### src/rtl/assert_macros.svh
`ifndef ASSERT_MACROS_SVH
`define ASSERT_MACROS_SVH

// clocked check, off while reset is asserted
`define ASSERT_CLK(label, clk, rst_n, prop, msg) \
    label: assert property (@(posedge clk) disable iff (!(rst_n)) prop) else $error(msg);

// clocked check, the expression checked in the cycle after the condition holds
`define ASSERT_NEXT(label, clk, rst_n, cond, expr, msg) \
    label: assert property (@(posedge clk) disable iff (!(rst_n)) (cond) |=> (expr)) \
        else $error(msg);

`endif

### src/rtl/tpcpwm_pkg.sv
package tpcpwm_pkg;

    localparam int LEGS       = 3;
    localparam int DUTY_LEGS  = 3;
    localparam int CNT_W      = 16;
    localparam int DLY_W      = 14;
    localparam int DUTY_W     = 16;
    localparam int FRAC_W     = 14;
    localparam int CLAMP_W    = FRAC_W + 1;
    localparam int CFG_W      = 16;

    localparam logic [CLAMP_W-1:0] DUTY_FULL    = CLAMP_W'(1 << FRAC_W);
    localparam logic [CNT_W-1:0]   PERIOD_RESET = CNT_W'(5000);
    localparam logic [CNT_W-1:0]   CMP_RESET    = CNT_W'(5000 / 2);
    localparam logic [DLY_W-1:0]   DELAY_RESET  = DLY_W'(100);

    typedef enum logic [1:0] {
        CFG_PERIOD = 2'd0,
        CFG_RISE   = 2'd1,
        CFG_FALL   = 2'd2
    } t_cfg_idx;

    typedef struct packed {
        logic                     duty_write;
        logic signed [DUTY_W-1:0] duty_a;
        logic signed [DUTY_W-1:0] duty_b;
        logic signed [DUTY_W-1:0] duty_c;
        logic                     trip_pin;
        logic                     trip_force;
        logic                     trip_clear;
    } t_in_item;

    typedef struct packed {
        logic             gate_a_high;
        logic             gate_a_low;
        logic             gate_b_high;
        logic             gate_b_low;
        logic             gate_c_high;
        logic             gate_c_low;
        logic [CNT_W-1:0] count_value;
        logic             counting_down;
        logic             adc_trigger;
        logic             tripped;
    } t_out_item;

    // clamp a Q2.14 duty to 0..1 and scale it to compare counts
    function automatic logic [CNT_W-1:0] duty_counts(
        input logic signed [DUTY_W-1:0] duty,
        input logic [CNT_W-1:0]         period
    );
        logic [CLAMP_W-1:0]         clamp;
        logic [CLAMP_W+CNT_W-1:0]   prod;
        if (duty[DUTY_W-1]) begin
            clamp = '0;
        end else if (duty > $signed({1'b0, DUTY_FULL})) begin
            clamp = DUTY_FULL;
        end else begin
            clamp = duty[CLAMP_W-1:0];
        end
        prod = (CLAMP_W+CNT_W)'(clamp) * (CLAMP_W+CNT_W)'(period);
        return prod[FRAC_W +: CNT_W];
    endfunction

endpackage

### src/rtl/tpcpwm_in_if.sv
interface tpcpwm_in_if;
    logic                 valid;
    logic                 ready;
    tpcpwm_pkg::t_in_item data;

    modport source (output valid, output data, input ready);
    modport sink   (input valid, input data, output ready);
endinterface

### src/rtl/tpcpwm_out_if.sv
interface tpcpwm_out_if;
    logic                  valid;
    logic                  ready;
    tpcpwm_pkg::t_out_item data;

    modport source (output valid, output data, input ready);
    modport sink   (input valid, input data, output ready);
endinterface

### src/rtl/three_phase_center_pwm_deadband_unit.sv
// channel   dir  handshake     payload
// i_in      in   valid/ready   duty_write, duty_a..c, trip_pin, trip_force, trip_clear
// o_out     out  valid/ready   six gates, count_value, counting_down, adc_trigger, tripped
// i_cfg_*   in   write enable  register index, 16-bit data
//
// one tick per cycle unless o_out stalls; a transferred tick waits in the input register,
// then its result is held in the result register, which drives o_out
// the duty scaling multiply and the compare/dead-band update share the one stage
// synchronous active-low reset; the trip latch comes out of reset set
// a stalled output holds its result while one more tick waits in the input register
`include "assert_macros.svh"

module three_phase_center_pwm_deadband_unit (
    input  logic                          i_clk,
    input  logic                          i_rst_n,
    tpcpwm_in_if.sink                     i_in,
    tpcpwm_out_if.source                  o_out,
    input  logic                          i_cfg_we,
    input  logic [1:0]                    i_cfg_idx,
    input  logic [tpcpwm_pkg::CFG_W-1:0]  i_cfg_data
);

    localparam int LEGS  = tpcpwm_pkg::LEGS;
    localparam int CNT_W = tpcpwm_pkg::CNT_W;
    localparam int DLY_W = tpcpwm_pkg::DLY_W;

    logic [CNT_W-1:0] r_period;
    logic [DLY_W-1:0] r_rise_dly;
    logic [DLY_W-1:0] r_fall_dly;

    logic [CNT_W-1:0] r_time;
    logic             r_down;
    logic [CNT_W-1:0] r_active [LEGS];
    logic [CNT_W-1:0] r_shadow [LEGS];
    logic             r_raw    [LEGS];
    logic [DLY_W-1:0] r_rise   [LEGS];
    logic [DLY_W-1:0] r_fall   [LEGS];
    logic             r_trip;

    logic                  r_in_valid;
    tpcpwm_pkg::t_in_item  r_in;
    logic                  r_out_valid;
    tpcpwm_pkg::t_out_item r_out;

    logic [CNT_W-1:0] n_time;
    logic             n_down;
    logic [CNT_W-1:0] n_active [LEGS];
    logic [CNT_W-1:0] n_shadow [LEGS];
    logic             n_raw    [LEGS];
    logic [DLY_W-1:0] n_rise   [LEGS];
    logic [DLY_W-1:0] n_fall   [LEGS];
    logic             n_trip;
    logic             n_adc;
    logic [2*tpcpwm_pkg::DUTY_LEGS-1:0] n_gates;
    tpcpwm_pkg::t_out_item n_out;

    logic signed [tpcpwm_pkg::DUTY_W-1:0] duty_in [tpcpwm_pkg::DUTY_LEGS];
    logic             out_ready;
    logic             in_ready;
    logic             advance;

    assign out_ready   = !r_out_valid || o_out.ready;
    assign in_ready    = !r_in_valid || out_ready;
    assign advance     = r_in_valid && out_ready;
    assign i_in.ready  = in_ready;
    assign o_out.valid = r_out_valid;
    assign o_out.data  = r_out;

    assign duty_in[0] = r_in.duty_a;
    assign duty_in[1] = r_in.duty_b;
    assign duty_in[2] = r_in.duty_c;

    // trip latch, counter step, compare load, match, dead-band and adc trigger for one tick
    always_comb begin
        logic [CNT_W:0] up_next;
        logic           match;
        up_next = {1'b0, r_time} + (CNT_W+1)'(1);

        n_trip = r_trip;
        if (r_in.trip_clear) begin
            n_trip = 1'b0;
        end
        if (r_in.trip_pin || r_in.trip_force) begin
            n_trip = 1'b1;
        end

        n_down = r_down;
        if (!r_down) begin
            if (up_next >= {1'b0, r_period}) begin
                n_time = r_period;
                n_down = 1'b1;
            end else begin
                n_time = up_next[CNT_W-1:0];
            end
        end else begin
            if (r_time <= CNT_W'(1)) begin
                n_time = '0;
                n_down = 1'b0;
            end else begin
                n_time = r_time - CNT_W'(1);
            end
        end
        n_adc = !r_down && (n_time == r_period);

        n_gates = '0;
        for (int i = 0; i < LEGS; i++) begin
            n_shadow[i] = r_shadow[i];
            if (r_in.duty_write && i < tpcpwm_pkg::DUTY_LEGS) begin
                n_shadow[i] = tpcpwm_pkg::duty_counts(
                    duty_in[(i < tpcpwm_pkg::DUTY_LEGS) ? i : 0], r_period);
            end
            n_active[i] = (n_time == '0) ? n_shadow[i] : r_active[i];
            match       = (n_time == n_active[i]);
            n_raw[i]    = match ? n_down : r_raw[i];
            n_rise[i]   = '0;
            n_fall[i]   = '0;
            if (n_raw[i]) begin
                if (!r_raw[i]) begin
                    n_rise[i] = r_rise_dly;
                end else if (r_rise[i] != '0) begin
                    n_rise[i] = r_rise[i] - DLY_W'(1);
                end
            end else begin
                if (r_raw[i]) begin
                    n_fall[i] = r_fall_dly;
                end else if (r_fall[i] != '0) begin
                    n_fall[i] = r_fall[i] - DLY_W'(1);
                end
            end
            if (i < tpcpwm_pkg::DUTY_LEGS && !n_trip) begin
                n_gates[(i < tpcpwm_pkg::DUTY_LEGS) ? 2*i : 0] =
                    n_raw[i] && (n_rise[i] == '0);
                n_gates[(i < tpcpwm_pkg::DUTY_LEGS) ? 2*i+1 : 1] =
                    !n_raw[i] && (n_fall[i] == '0);
            end
        end

        n_out.gate_a_high   = n_gates[0];
        n_out.gate_a_low    = n_gates[1];
        n_out.gate_b_high   = n_gates[2];
        n_out.gate_b_low    = n_gates[3];
        n_out.gate_c_high   = n_gates[4];
        n_out.gate_c_low    = n_gates[5];
        n_out.count_value   = n_time;
        n_out.counting_down = n_down;
        n_out.adc_trigger   = n_adc;
        n_out.tripped       = n_trip;
    end

    always_ff @(posedge i_clk) begin
        if (!i_rst_n) begin
            r_period    <= tpcpwm_pkg::PERIOD_RESET;
            r_rise_dly  <= tpcpwm_pkg::DELAY_RESET;
            r_fall_dly  <= tpcpwm_pkg::DELAY_RESET;
            r_time      <= '0;
            r_down      <= 1'b0;
            r_trip      <= 1'b1;
            r_in_valid  <= 1'b0;
            r_out_valid <= 1'b0;
            for (int i = 0; i < LEGS; i++) begin
                r_active[i] <= tpcpwm_pkg::CMP_RESET;
                r_shadow[i] <= tpcpwm_pkg::CMP_RESET;
                r_raw[i]    <= 1'b0;
                r_rise[i]   <= '0;
                r_fall[i]   <= '0;
            end
        end else begin
            if (i_cfg_we) begin
                unique case (i_cfg_idx)
                    tpcpwm_pkg::CFG_PERIOD: r_period   <= i_cfg_data[CNT_W-1:0];
                    tpcpwm_pkg::CFG_RISE:   r_rise_dly <= i_cfg_data[DLY_W-1:0];
                    tpcpwm_pkg::CFG_FALL:   r_fall_dly <= i_cfg_data[DLY_W-1:0];
                    default: begin
                    end
                endcase
            end
            if (in_ready) begin
                r_in_valid <= i_in.valid;
            end
            if (out_ready) begin
                r_out_valid <= r_in_valid;
            end
            if (advance) begin
                r_time <= n_time;
                r_down <= n_down;
                r_trip <= n_trip;
                for (int i = 0; i < LEGS; i++) begin
                    r_active[i] <= n_active[i];
                    r_shadow[i] <= n_shadow[i];
                    r_raw[i]    <= n_raw[i];
                    r_rise[i]   <= n_rise[i];
                    r_fall[i]   <= n_fall[i];
                end
            end
        end
    end

    always_ff @(posedge i_clk) begin
        if (in_ready && i_in.valid) begin
            r_in <= i_in.data;
        end
        if (advance) begin
            r_out <= n_out;
        end
    end

    `ASSERT_CLK(a_trip_gates_off, i_clk, i_rst_n,
        (r_out_valid && r_out.tripped) |-> !(r_out.gate_a_high || r_out.gate_a_low ||
        r_out.gate_b_high || r_out.gate_b_low || r_out.gate_c_high || r_out.gate_c_low),
        "gate on while tripped")
    `ASSERT_CLK(a_no_shoot_through, i_clk, i_rst_n,
        r_out_valid |-> !((r_out.gate_a_high && r_out.gate_a_low) ||
        (r_out.gate_b_high && r_out.gate_b_low) || (r_out.gate_c_high && r_out.gate_c_low)),
        "high and low gate on together")
    `ASSERT_CLK(a_adc_at_turn, i_clk, i_rst_n,
        (r_out_valid && r_out.adc_trigger) |-> r_out.counting_down,
        "adc trigger without turn to down count")
    `ASSERT_NEXT(a_stage_held, i_clk, i_rst_n, r_in_valid && !out_ready,
        r_in_valid && $stable(r_in), "input stage lost a stalled tick")

endmodule

### src/flat_wrapper.sv
// flat-port wrapper written by rule: the top's interface ports become plain ports
module three_phase_center_pwm_deadband_unit_flat 
  (i_clk, i_rst_n, i_cfg_we, i_cfg_idx, i_cfg_data, i_in_valid, i_in_data, i_in_ready, o_out_valid, o_out_data, o_out_ready);
  tpcpwm_in_if i_in_i ();
  tpcpwm_out_if o_out_i ();
  input  logic i_clk;
  input  logic i_rst_n;
  input  logic i_cfg_we;
  input  logic [1:0] i_cfg_idx;
  input  logic [tpcpwm_pkg::CFG_W-1:0] i_cfg_data;
  input wire logic [$bits(i_in_i.valid)-1:0] i_in_valid;
  input wire logic [$bits(i_in_i.data)-1:0] i_in_data;
  output wire logic [$bits(i_in_i.ready)-1:0] i_in_ready;
  output wire logic [$bits(o_out_i.valid)-1:0] o_out_valid;
  output wire logic [$bits(o_out_i.data)-1:0] o_out_data;
  input wire logic [$bits(o_out_i.ready)-1:0] o_out_ready;
  assign i_in_i.valid = i_in_valid;
  assign i_in_i.data = i_in_data;
  assign i_in_ready = i_in_i.ready;
  assign o_out_valid = o_out_i.valid;
  assign o_out_data = o_out_i.data;
  assign o_out_i.ready = o_out_ready;
  three_phase_center_pwm_deadband_unit u_core (.i_clk(i_clk), .i_rst_n(i_rst_n), .i_in(i_in_i), .o_out(o_out_i), .i_cfg_we(i_cfg_we), .i_cfg_idx(i_cfg_idx), .i_cfg_data(i_cfg_data));
endmodule
### config.mk
export PLATFORM = sky130hd
export DESIGN_NAME = three_phase_center_pwm_deadband_unit_flat
export DESIGN_NICKNAME = d
export VERILOG_FILES = /design/src/rtl/tpcpwm_pkg.sv /design/src/rtl/tpcpwm_in_if.sv /design/src/rtl/tpcpwm_out_if.sv /design/src/rtl/three_phase_center_pwm_deadband_unit.sv /design/src/flat_wrapper.sv
export VERILOG_INCLUDE_DIRS = /design/src /design/src/rtl
export SDC_FILE = /design/constraint.sdc
export NUM_CORES = 2
export LEC_CHECK = 0
export BUFFER_PORTS_ARGS = -buffer_cell sky130_fd_sc_hd__clkbuf_2
export CORE_ASPECT_RATIO = 0.8
export CORE_MARGIN = 3
export CORE_UTILIZATION = 64
export DETAILED_ROUTE_END_ITERATION = 7
export MAX_ROUTING_LAYER = met4
export PLACE_DENSITY_LB_ADDON = 0.25
export SLEW_MARGIN = 20
export SYNTH_ARGS = -nofsm -noshare
export SYNTH_HDL_FRONTEND = slang
export SYNTH_SLANG_ARGS = --single-unit
### constraint.sdc
create_clock -name i_clk -period 17.8 [get_ports i_clk]
set_clock_uncertainty 0.15 [all_clocks]
set_input_delay 3.56 -clock i_clk [delete_from_list [all_inputs] [get_ports i_clk]]
set_output_delay 3.56 -clock i_clk [all_outputs]
set_load 0.02 [all_outputs]
==> metrics.md <==
| Metric | Value |
|---|---|
| Final period util | `around three fifths` |
| Critical Path AT | `11.08 ns` |
| Flop2flop setup slack | `6.84 ns` |
| CP most frequent cell | `fa_1` |
| Synthesized area | `40,500 sq um` |
| Final Wtd Congestion | `1.02` |
| IO Count | `102` |
| CP max-delay cell | `and3_1` |
| First-pass GRT wire length | `180,000 um` |
| Largest net degree at the start of global routing | `99` |
| Logic pwr share | `33.6%` |
| DP Wirelength | `around 82,000 um` |
| Mapped Nets | `approximately 5,300` |
| VDD IR max | `0.0978 mV` |
| Synth cell count leaders | `inv_1 (699), fa_1 (534), nand2_1 (513)` |
| DP Area | `41,500 sq um` |
| CP Class | `reg -> reg` |
| Internal power | `about 1.6 mW` |
| Total GRT Usage | `35.9%` |
| Post_cts resized | `0` |
| Clock-pin slew on the worst setup and hold paths | `~0.07 ns` |
| Clk_lat worst skew | `slightly below 0.6 ns` |
| Distinct cells, synth | `92` |
| RSZ-0062 raised after global routing | `false` |
| Post-route setup TNS | `0 ns` |
| Area added between synthesis and finish | `5.49%` |
| CTS buffer count | `36` |
| Synth top area share | `a little over a quarter` |
| Worst-path maximum fanout | `17` |
| Die Ht | `231 um` |
| Status | `finished clean` |
| Non-Filler Instances | `around 5,200` |
| Family with the most delay on the worst path | `simple AND/OR/NAND/NOR gates` |
| Starting Density | `65.4%` |
| Hold wc startpoint | `u_core.r_trip` |
| Pleak | `about 21 nW` |
| Worst Hold Path EP | `u_core.r_trip` |
| Synthesized instance count | `4,435` |
| Core Util, Final | `69.0%` |
| Tightest Pin Transition | `1.10 ns` |
| Syn avg cell area | `just over 9 sq um` |
| Seq pwr share | `35.4%` |
| Reg2reg start | `u_core.duty_in[18]` |
| Min-delay worst type | `reg -> reg` |
| CTS tree | `built` |
| Clock sinks | `324` |
| Hold Fails Final Rpt | `0` |
| CTS Hold Bufs | `0` |
| Nets | `5,256` |
| Synth Flop Type | `edfxtp_1` |
| Share of cells above drive strength 1 | `6.45%` |
| Fin. max-slew vios | `0` |
| GRT Residual Overflow | `0` |
| Switching power | `968 uW` |
| Synth area leaders | `fa_1 (26%), edfxtp_1 (19%), ha_1 (8.9%)` |
| Core ar. | `61,900 sq um` |
| Yosys reg bits | `324` |
| Setup bufs post-CTS | `0` |
| CP max stage delay | `~0.85 ns` |
| Vias | `32,100` |
| Initial DRC Count | `a little under 4,000` |
| Async S/R FF share, synth | `0%` |
| Vias in the first global route | `31,200` |
| Power per cell area | `between 60 and 70 nW/um^2` |
| Post-layout min period | `10.96 ns` |
| Maximum clock frequency | `~91 MHz` |
| WHS | `0.360 ns` |
| Endpoints failing setup | `0` |
| Buf/Inv on CP | `3` |
| CP startpoint kind | `flip-flop` |
| H-tree levels | `2` |
| Crit path capture type | `flip-flop` |
| Net Sw Frac | `approximately 37%` |
| MaxCap Viol Count | `0` |
| Antenna Nets Post-Route | `0` |
| DRC viols | `0` |
| Vias per cell | `~6.2` |
| WL/cell | `approximately 22 um` |
| Final wirelength | `about 110,000 um` |
| Die Width | `287 um` |
| Slew Limit Headroom | `26.5%` |
| CTS Root Cell | `clkbuf_16` |
| Data required, critical path | `17.91 ns` |
| Finished Cell Area | `42,700 sq um` |
| # rows | `81` |
| Most common cell in the netlist | `inv_1` |
| CTS max path bufs | `3` |
| Initial antenna violation count | `4` |
| Hold path depth | `2` |
| Reg2Reg Depth | `28` |
| Sequential element share of the synthesized area | `22.4%` |
| Clk pwr share | `a little under a third` |
| R2r endpoint | `u_core.o_out.data[22]` |
| Number of synthesized flops with an enable pin | `260` |
| Drt pass-1 iters | `6` |
| YS warnings | `0` |
| Die area | `66,400 sq um` |
| Area leader, netlist | `fa_1` |
| PortBufs | `101` |
| Post-placement cell count | `5,150` |
## worst max path at each step
| stage | start | end | slack (ns) | cells past startpoint |
|---|---|---|---|---|
| 2_1_floorplan | i_rst_n | u_core.r_active[0][0] | 9.07 | 3 |
| 3_3_place_gp | u_core.duty_in[18] | u_core.r_fall[0][23] | 7.01 | 29 |
| 3_5_place_dp | u_core.duty_in[18] | u_core.r_fall[0][14] | 6.82 | 29 |
| 4_1_cts | u_core.duty_in[18] | u_core.r_fall[0][14] | 6.81 | 29 |
| 5_1_grt | u_core.duty_in[1] | u_core.r_fall[0][37] | 6.22 | 29 |
| 6_report | u_core.duty_in[18] | u_core.o_out.data[22] | 6.84 | 28 |
## final cells by class
type | instances | area (sq um)
antenna | 2 | 5.00
clock buffer | 47 | 972
clock inverter | 19 | 285
fill | 4822 | 19200
inverter | 706 | 2650
multi-input combinational | 3135 | 27800
sequential | 324 | 9110
tap | 830 | 1040
timing repair buffer | 155 | 911
## layout by cell type, fill, tap and decap left out, types with 11 or more instances in the layout
master	count
clkbuf_2	101
a22oi_1	24
buf_4	54
a21oi_1	172
a21boi_0	27
nand2b_1	11
o21ai_0	73
a211oi_1	25
ha_1	289
nor4_1	31
mux2i_1	44
nor2_1	272
and2_1	191
or3_1	47
a21o_1	37
dfxtp_2	16
clkbuf_16	36
o22ai_1	14
and3_1	273
o211ai_1	25
fa_1	534
inv_1	699
nand2_1	511
o31ai_1	11
nand4_1	40
xnor2_1	97
dfxtp_1	48
nand3_1	46
nor2b_1	28
xor2_1	70
nor3_1	59
edfxtp_1	260
## stage by stage
step | setup slack, ns | total power [mW]
finish | 6.84 | 2.61
global route | 6.22 | 2.75
detailed placement | 6.82 | 1.78
CTS | 6.81 | 2.60
floorplan | 9.07 | 1.52
global placement | 7.01 | 1.77
## tightest hold or removal path, stage by stage (launching register included)
cell and delay (ns):
dfxtp_1 0.29, inv_1 0.07, o211ai_1 0.09
## cell families after synthesis
family,share of synthesized area [%]
fa+ha+maj,35.3
compound gates,8.60
flops,22.4
simple gates,19.5
buf+inv,9.22
mux,1.32
xor+xnor,3.61
## power by group through the flow
stage                     logic (mW)  registers, mW  clock network [mW]
final                          0.876          0.924               0.811
after detailed placement       0.844          0.936                   0
after global routing           0.968          0.927               0.855
after global placement         0.831          0.935                   0
after CTS                      0.856          0.920               0.822
after floorplan                0.605          0.913                   0
## flip-flops by register name, summed over array words and instances (netlist names), 4 cells and up
name / cells
u_core.o_out.data: 25
u_core.r_in: 4
u_core.r_fall: 42
u_core.r_time: 16
u_core.r_shadow: 48
u_core.r_active: 48
u_core.r_rise_dly: 14
u_core.duty_in: 48
u_core.r_period: 16
u_core.r_rise: 42
u_core.r_fall_dly: 14
## routing by layer
layer  vias up  part of all wire [%]  routed length [um]  GRT usage, %
li1      14300                     -                   -             -
met3       228                    13               15100          8.64
met1     15700                    42               47100          53.3
met2      1882                    41               46700          48.8
met5         -                     0                   0             -
met4         0                   3.4                3820          10.6
(Power assumes the default switching activity.)
